**src/rtl/core/spq_pkg.sv**
```systemverilog
// spq_pkg: shared types and constants for the stable priority queue.
// Used by spq_cell, stable_priority_queue and spq_checker.
// No dependencies.
package spq_pkg;

	// Width of the running enqueue counters
	localparam int CNT_W = 32;

	// Result status codes
	typedef enum logic [1:0] {
		ST_ENQ   = 2'd0,
		ST_DEQ   = 2'd1,
		ST_EMPTY = 2'd2,
		ST_FULL  = 2'd3
	} spq_status_t;

	// Command broadcast to every cell of the chain
	typedef struct packed {
		logic enq;   // insert the new item, shifting lower entries down
		logic deq;   // remove the head, shifting all entries up
	} spq_cmd_t;

endpackage

```
**src/rtl/core/spq_cell.sv**
```systemverilog
// spq_cell: one slot of the sorted shift-register chain.
// Holds a priority and payload and trades them with its neighbours.
// Depends on spq_pkg.
module spq_cell #(
	parameter int PRIORITY_BITS = 4,
	parameter int PAYLOAD_BITS  = 32
) (
	input  logic                     clk,
	input  spq_pkg::spq_cmd_t        cmd,
	input  logic                     occ,        // slot holds a live entry
	input  logic [PRIORITY_BITS-1:0] new_prio,
	input  logic [PAYLOAD_BITS-1:0]  new_pay,
	input  logic                     left_keep,  // upper neighbour keeps its entry
	input  logic [PRIORITY_BITS-1:0] left_prio,
	input  logic [PAYLOAD_BITS-1:0]  left_pay,
	input  logic [PRIORITY_BITS-1:0] right_prio,
	input  logic [PAYLOAD_BITS-1:0]  right_pay,
	output logic                     keep,
	output logic [PRIORITY_BITS-1:0] prio,
	output logic [PAYLOAD_BITS-1:0]  pay
);

	logic [PRIORITY_BITS-1:0] prio_q;
	logic [PAYLOAD_BITS-1:0]  pay_q;

	// Live entry of equal or higher priority stays put on an insert
	assign keep = occ && (prio_q >= new_prio);

	// Slot update: hold, take the new item, or shift from a neighbour
	always_ff @(posedge clk) begin
		if (cmd.enq && !keep) begin
			if (left_keep) begin
				prio_q <= new_prio;
				pay_q  <= new_pay;
			end else begin
				prio_q <= left_prio;
				pay_q  <= left_pay;
			end
		end else if (cmd.deq) begin
			prio_q <= right_prio;
			pay_q  <= right_pay;
		end
	end

	assign prio = prio_q;
	assign pay  = pay_q;

endmodule

```
**src/rtl/core/stable_priority_queue.sv**
```systemverilog
// Stable priority queue: sorted shift-register chain with FIFO order per priority.
// The result strobes on done in the cycle after the item is taken.
// Throughput: one item per cycle; busy stays low, as every cell updates on the same clock edge.
// The receiver cannot stall; done is high for exactly one cycle per item.
// Reset clears the fill count, both counters and done; slot contents are not cleared.
// Depends on spq_pkg and spq_cell.
module stable_priority_queue #(
	parameter int CAPACITY      = 16,
	parameter int PRIORITY_BITS = 4,
	parameter int PAYLOAD_BITS  = 32,
	localparam int OCC_W        = $clog2(CAPACITY + 1)
) (
	input  logic                     clk,
	input  logic                     arst_n,
	input  logic                     start,
	output logic                     busy,
	input  logic                     action,
	input  logic [PRIORITY_BITS-1:0] priority_req,
	input  logic [PAYLOAD_BITS-1:0]  payload,
	output logic                     done,
	output logic [1:0]               status,
	output logic [PRIORITY_BITS-1:0] out_priority,
	output logic [PAYLOAD_BITS-1:0]  out_payload,
	output logic [OCC_W-1:0]         occupancy,
	output logic [spq_pkg::CNT_W-1:0] total_accepted,
	output logic [spq_pkg::CNT_W-1:0] high_accepted
);

	logic                     accept;
	logic                     full;
	logic                     empty;
	logic                     do_enq;
	logic                     do_deq;
	spq_pkg::spq_cmd_t        cmd;

	logic [OCC_W-1:0]         count_q;
	logic [spq_pkg::CNT_W-1:0] total_q;
	logic [spq_pkg::CNT_W-1:0] high_q;
	logic                     done_q;
	spq_pkg::spq_status_t     status_q;
	logic [PRIORITY_BITS-1:0] out_prio_q;
	logic [PAYLOAD_BITS-1:0]  out_pay_q;

	logic                     keep_w [CAPACITY+1];
	logic [PRIORITY_BITS-1:0] prio_w [CAPACITY];
	logic [PAYLOAD_BITS-1:0]  pay_w  [CAPACITY];

	// Handshake and command decode
	assign busy   = 1'b0;
	assign accept = start && !busy;
	assign full   = (count_q == OCC_W'(CAPACITY));
	assign empty  = (count_q == '0);
	assign do_enq = accept && !action && !full;
	assign do_deq = accept && action && !empty;
	assign cmd.enq = do_enq;
	assign cmd.deq = do_deq;

	// Chain of slots; slot 0 is the head
	assign keep_w[0] = 1'b1;

	for (genvar i = 0; i < CAPACITY; i++) begin : g_cell
		logic                     occ;
		logic [PRIORITY_BITS-1:0] left_prio;
		logic [PAYLOAD_BITS-1:0]  left_pay;
		logic [PRIORITY_BITS-1:0] right_prio;
		logic [PAYLOAD_BITS-1:0]  right_pay;

		assign occ = (count_q > OCC_W'(i));

		if (i == 0) begin : g_head
			assign left_prio = priority_req;
			assign left_pay  = payload;
		end else begin : g_mid
			assign left_prio = prio_w[i-1];
			assign left_pay  = pay_w[i-1];
		end

		if (i == CAPACITY - 1) begin : g_tail
			assign right_prio = '0;
			assign right_pay  = '0;
		end else begin : g_body
			assign right_prio = prio_w[i+1];
			assign right_pay  = pay_w[i+1];
		end

		spq_cell #(
			.PRIORITY_BITS(PRIORITY_BITS),
			.PAYLOAD_BITS (PAYLOAD_BITS)
		) u_cell (
			.clk       (clk),
			.cmd       (cmd),
			.occ       (occ),
			.new_prio  (priority_req),
			.new_pay   (payload),
			.left_keep (keep_w[i]),
			.left_prio (left_prio),
			.left_pay  (left_pay),
			.right_prio(right_prio),
			.right_pay (right_pay),
			.keep      (keep_w[i+1]),
			.prio      (prio_w[i]),
			.pay       (pay_w[i])
		);
	end

	// Fill count, enqueue counters and done strobe
	always_ff @(posedge clk or negedge arst_n) begin
		if (!arst_n) begin
			count_q <= '0;
			total_q <= '0;
			high_q  <= '0;
			done_q  <= 1'b0;
		end else begin
			done_q <= accept;
			if (do_enq) begin
				count_q <= count_q + OCC_W'(1);
				total_q <= total_q + spq_pkg::CNT_W'(1);
				if (priority_req == PRIORITY_BITS'(1)) begin
					high_q <= high_q + spq_pkg::CNT_W'(1);
				end
			end else if (do_deq) begin
				count_q <= count_q - OCC_W'(1);
			end
		end
	end

	// Result register: status and head entry on a dequeue
	always_ff @(posedge clk) begin
		if (accept) begin
			out_prio_q <= '0;
			out_pay_q  <= '0;
			if (!action) begin
				status_q <= full ? spq_pkg::ST_FULL : spq_pkg::ST_ENQ;
			end else if (empty) begin
				status_q <= spq_pkg::ST_EMPTY;
			end else begin
				status_q   <= spq_pkg::ST_DEQ;
				out_prio_q <= prio_w[0];
				out_pay_q  <= pay_w[0];
			end
		end
	end

	assign done           = done_q;
	assign status         = status_q;
	assign out_priority   = out_prio_q;
	assign out_payload    = out_pay_q;
	assign occupancy      = count_q;
	assign total_accepted = total_q;
	assign high_accepted  = high_q;

endmodule

```
**config.mk**
```make
export PLATFORM = sky130hd
export DESIGN_NAME = stable_priority_queue
export DESIGN_NICKNAME = d
export VERILOG_FILES = /design/src/rtl/core/spq_pkg.sv /design/src/rtl/core/spq_cell.sv /design/src/rtl/core/stable_priority_queue.sv
export SDC_FILE = /design/constraint.sdc
export NUM_CORES = 1
export LEC_CHECK = 0
export BUFFER_PORTS_ARGS = -buffer_cell sky130_fd_sc_hd__buf_2
export CAP_MARGIN = 40
export CORE_AREA = 3 3 234 236
export DETAILED_ROUTE_END_ITERATION = 10
export DIE_AREA = 0 0 237 239
export PLACE_DENSITY = 0.85
export SETUP_SLACK_MARGIN = 0.15
export SYNTH_ARGS = -nofsm -noshare
export SYNTH_HDL_FRONTEND = slang
export SYNTH_SLANG_ARGS = --single-unit
```
**constraint.sdc**
```tcl
create_clock -name clk -period 9.7 [get_ports clk]
set_input_delay 0.485 -clock clk [delete_from_list [all_inputs] [get_ports clk]]
set_output_delay 0.485 -clock clk [all_outputs]
set_load 0.005 [all_outputs]
```
==> results of run 1 <==
[per-stage QoR]
step,std cells,cell area (sq um)
detailed placement,3707,36300
global placement,3701,36100
floorplan,3043,35200
global route,3835,38600
finish,3836,38600
CTS,3835,38600
[cells in the final DEF, fill, tap and decap left out, drive strengths merged, types with 22 or more instances in the layout]
cell type  count
edfxtp       614
mux2i        519
nor2         383
a21oi        322
nand2        267
o21ai        240
buf          202
clkbuf        89
ha            72
dfrtp         70
and3          44
xnor2         43
mux2          37
clkinv        31
inv           29
nand3         28
nand4         24
xor2          22
[logic make-up (layout without fill, tap and decap cells)]
group / Yosys count / in the layout / share of synthesized area (%)
AOI/OAI and AO/OA: 600 / 600 / 8.90
xor gates and xnor gates: 65 / 65 / 1.62
DFF: 684 / 684 / 57.4
other: 1 / 2 / 0.0107
buffers and inverters: 253 / 357 / 3.41
adders and majority gates: 72 / 72 / 2.56
and+or+nand+nor: 812 / 812 / 10.1
muxes: 556 / 556 / 16.0
[final cells by class]
cell class | count | area (sq um)
fillers | 3396 | 14100
repair buffers | 202 | 1230
diodes | 1 | 2.50
clock inverters | 39 | 355
inverters | 27 | 101
clock buffers | 89 | 1950
multi-input cells | 2106 | 13900
well taps | 688 | 861
flip-flops and latches | 684 | 20200
[where the power goes]
group	total (mW)	leakage (nW)	switching (mW)	internal [mW]
sequential	4.57	6.85	0.417	4.15
combinational	3.17	8.30	1.91	1.26
clock	2.72	1.13	1.16	1.57
[sequential cells by signal, summed over array words and instances (netlist names)]
signal,cells
out_priority,4
status,2
g_cell.u_cell.prio,64
occupancy,5
out_payload,32
done,1
g_cell.u_cell.pay,512
total_accepted,32
high_accepted,32
[final timing paths]
kind | startpoint | to | slack (ns) | cells after the start
worst min-delay path | arst_n | high_accepted[11] | 0.06 | 2
worst max register to register | occupancy[1] | g_cell[1].u_cell.pay[17] | 5.76 | 9
worst min register to register | high_accepted[31] | high_accepted[31] | 0.46 | 1
worst max-delay path | priority_req[1] | g_cell[1].u_cell.pay[17] | 5.60 | 12
max in group asynchronous | arst_n | total_accepted[16] | 9.06 | 2
min in group clk | start | done | 0.32 | 2
[worst max-delay path, cell delays in order]
cell	delay [ns]
buf_2	0.28
clkinv_1	0.39
buf_4	0.33
ha_1	0.31
o21ai_0	0.16
o21ai_0	0.10
o211ai_1	0.09
buf_4	0.55
and2_2	0.25
buf_4	0.56
nand2b_1	0.31
buf_4	0.45
[routing by layer]
layer	vias to the layer above	share of wire (%)	track usage (%)
li1	11200	-	-
met1	12100	39	35.5
met2	786	53	51.3
met3	206	5.2	4.36
met4	4	3.0	9.77
met5	-	0.030	0
==> results_dict.tcl, run 1 <==
set metrics [dict create \
    status "complete, no violations" \
    drive_gt1_share_pct 12.3 \
    final_core_util_pct 73.3 \
    synth_ff_type "edfxtp_1" \
    path_class "in2reg" \
    synthArstFlopShare_pct 10.2 \
    fin_crit_sh_pct 42.3 \
    netlist_area_sq_um 35200 \
    yosysMostFrequentCell "edfxtp_1" \
    die_y_um 239 \
    fin_setup_tns_ns 0 \
    finClkSkew_ns 0.0342 \
    cts-buffers-inserted 72 \
    worst_slew_pin_slew_ns 0.864 \
    yosysTopAreaCellShare_pct 52.4 \
    initial_core_util_pct 66.8 \
    antenna_found_initial 3 \
    grt_start_max_net_pins 74 \
    synth_cell_types 65 \
    ant_nets 0 \
    ctsHtreeMaxLevel 3 \
    place_congestion 0.855 \
    grtUsageTotal_pct 28.6 \
    dp_hpwl_um 54600 \
    boundaryPins 149 \
    clkLatencyLatePin_ns 0.63 \
    vdd_drop_max_mv 0.158 \
    synth_top_cells_by_count "614 x edfxtp_1, 519 x mux2i_1, 377 x nor2_1" \
    drt-pass1-iter-count 6 \
    grt_pass1_vias 25400 \
    cts_tree "done" \
    start_kind "input port" \
    end_kind "register" \
    cts_root_buf "clkbuf_16" \
    fmax_mhz 244 \
    hold_buffers 0 \
    ys.warnings.count 0 \
    maxCapViolations 0 \
    finalPower_mw 10.5 \
    drv_slew 0 \
    cp.required_ns 9.94 \
    syn_avg_cell_area_sq_um 11.6 \
    hold_class "in2async" \
    syn_to_final_growth_pct 9.73 \
    period_needed_ns 4.10 \
    rows 84 \
    setup_viol 0 \
    worstPathArrival_ns 4.35 \
    core_sq_um 52700 \
    die_area_sq_um 56600 \
    p_per_area_nw_per_um2 271 \
    dieWidth_um 237 \
    routed_wl_um 81300 \
    clk_pin_slew_ns 0.06 \
    synth_edf_count 614 \
    cts_setup_buffers 0 \
    critPathMaxFanout 73 \
    post-place-ws_ns 5.04 \
    fin_worst_hold_slack_ns 0.0641 \
    avgRoutedWirePerCell_um 21.2 \
    synth_area_leaders "edfxtp_1 52%, mux2i_1 15%, dfrtp_1 5.0%" \
    post_cts_resized 0 \
    via_count 24300 \
    slew_headroom_pct 42.3 \
    setup_slack_ns 5.60 \
    ys_seq_area_share_pct 57.4 \
    drtIter0Drc 2042 \
    via_per_inst 6.33 \
    portBuffers 147 \
    rsz0062_at_grt "no" \
    synth_top_area_cell "edfxtp_1" \
    synthesis.nets 3155 \
    p_leak_nw 16.3 \
    grt-ovfl-total 0 \
    netlist_instances 3043 \
    clk_path_buf_depth 3 \
    drc 0 \
    nets 3205 \
    cts.sinks 684 \
    grt_pass1_wl_um 132000 \
    final_hold_viol_count 0 \
    ys_seq_elements 684 \
]
(Power assumes the default switching activity.)
==> run 2: changes to the inputs <==
Settings changed: CORE_AREA 3 3 234 236 to 3 3 243 245, DIE_AREA 0 0 237 239 to 0 0 246 248, PLACE_DENSITY 0.85 to 0.79.
Clock period 9.7 ns to 3.8 ns, I/O delays scaled along.
==> run 2 against run 1 <==
Count of clock-buffer cells in the layout is 5 higher. Sequential cell count did not move. Critical path depth decreased by 3. Via count fell by 0.84%. Largest power group unchanged. Non-clock buffer count up 13. Critical path type is now reg2reg. Highest routed layer unchanged.
==> results_dict.tcl, run 2 (synthesis results as in run 1) <==
set metrics [dict create \
    worstHoldPathCells 1 \
    slowest_stage "buf_4" \
    ant_nets 0 \
    worstPathArrival_ns 3.47 \
    final_hold_viol_count 0 \
    initial_core_util_pct 61.3 \
    fin_crit_sh_pct 79.6 \
    cts_tree "done" \
    period_needed_ns 3.03 \
    via_count 24100 \
    grt_pass1_wl_um 131000 \
    rsz0062_at_grt "no" \
    cts_root_buf "clkbuf_16" \
    post_cts_resized 0 \
    r2r_cells 9 \
    critical_path.top_delay_family "buffers and inverters" \
    maxCapViolations 0 \
    drt-pass1-iter-count 5 \
    ctsHtreeMaxLevel 3 \
    p_leak_nw 16.3 \
    grt_start_max_net_pins 73 \
    nets 3218 \
    die_area_sq_um 61000 \
    status "complete, no violations" \
    finClkSkew_ns 0.0273 \
    critPathMaxStageDelay_ns 0.59 \
    die_y_um 248 \
    clk_pin_slew_ns 0.06 \
    grtUsageTotal_pct 26.5 \
    p_per_area_nw_per_um2 681 \
    core_sq_um 57400 \
    cp_cell_sequence "inv_1, ha_1, and4bb_4, nor2_4, buf_4, and2_2, buf_4, nor2_1, a21oi_1" \
    rows 88 \
    cp.required_ns 4.25 \
    setup_slack_ns 0.774 \
    cts_setup_buffers 0 \
    cts-buffers-inserted 72 \
    portBuffers 147 \
    setup_viol 0 \
    grt_pass1_vias 25800 \
    fmax_mhz 331 \
    fin_setup_tns_ns 0 \
    vdd_drop_max_mv 0.441 \
    drive_gt1_share_pct 12.5 \
    end_kind "register" \
    holdPathEnd "out_payload[13]" \
    antenna_found_initial 3 \
    rrSetupSlack_ns 0.77 \
    dieWidth_um 246 \
    drv_slew 0 \
    fillers 4142 \
    start_kind "register" \
    largest_reg_flops 512 \
    boundaryPins 149 \
    place_congestion 0.844 \
    worst_slew_pin_slew_ns 0.863 \
    cts.sinks 684 \
    hold_class "in2reg" \
    avgRoutedWirePerCell_um 20.5 \
    clkLatencyLatePin_ns 0.62 \
    path_common_cell "buf_4" \
    post-place-ws_ns 0.452 \
    grt-ovfl-total 0 \
    drtIter0Drc 1718 \
    syn_to_final_growth_pct 10.1 \
    clk_path_buf_depth 3 \
    path_class "reg2reg" \
    worst-path-buf-inv 3 \
    slew_headroom_pct 42.5 \
    via_per_inst 6.14 \
    final_cell_mix "614 x edfxtp_1, 519 x mux2i_1, 377 x nor2_1, 321 x a21oi_1, 263 x nand2_1" \
    routed_wl_um 80400 \
    dp_hpwl_um 55400 \
    rr_startpoint "occupancy[0]" \
    critPathMaxFanout 72 \
    rr_endpoint "g_cell[1].u_cell.pay[28]" \
    layout.cells.most_common "edfxtp_1" \
    hp-start "start" \
    drc 0 \
]
==> run 2: per-stage QoR <==
| stage | util (%) | cell area (sq um) | total power, mW | instances | hold WS (ns) |
|---|---|---|---|---|---|
| after global placement | 63.6 | 36500 | 19.3 | 3796 | 0.414 |
| final | 67.5 | 38700 | 26.3 | 3924 | 0.0753 |
| after CTS | 67.4 | 38700 | 26.4 | 3920 | 0.0342 |
| after detailed placement | 63.6 | 36500 | 19.7 | 3796 | 0.432 |
| after global routing | 67.4 | 38700 | 27.7 | 3920 | 0.0397 |
| after floorplan | - | 35200 | 17.6 | 3043 | -0.106 |
==> run 2: worst max-delay path by stage <==
stage,startpoint,endpoint,depth (start not counted)
after floorplan,priority_req[1],g_cell[11].u_cell.pay[0],9
after global placement,priority_req[2],g_cell[12].u_cell.pay[7],10
after detailed placement,priority_req[2],g_cell[12].u_cell.pay[24],10
after CTS,occupancy[0],g_cell[1].u_cell.pay[28],9
after global routing,occupancy[0],g_cell[1].u_cell.pay[28],9
final,occupancy[0],g_cell[1].u_cell.pay[28],9
==> run 2: final cells by class <==
cell class / instances / area (sq um) / share of cell area (%)
diodes: 4 / 10.0 / 0.0259
clock buffers: 94 / 2000 / 5.17
clock inverters: 29 / 171 / 0.443
inverters: 27 / 101 / 0.262
multi-input cells: 2106 / 13900 / 35.9
flip-flops and latches: 684 / 20200 / 52.2
well taps: 765 / 957 / 2.47
repair buffers: 215 / 1370 / 3.55
==> run 2: layer usage <==
metal / vias to the layer above / track usage (%) / wire length (um)
met5: - / 0 / 14
met4: 2 / 10.8 / 3020
met3: 227 / 3.98 / 3490
met2: 700 / 48.4 / 42500
met1: 12000 / 31.4 / 31400
li1: 11200 / - / -
==> run 2: power by group <==
| group | internal, mW | switching, mW |
|---|---|---|
| Combinational | 3.26 | 4.76 |
| Sequential | 10.6 | 1.05 |
| Clock | 3.76 | 2.91 |
| Total | 17.6 | 8.72 |
==> run 2: what timing repair did <==
action	in CTS	in global routing
endpoints found under the setup margin	0	0
hold endpoints to repair	70	0
hold buffers	1	0
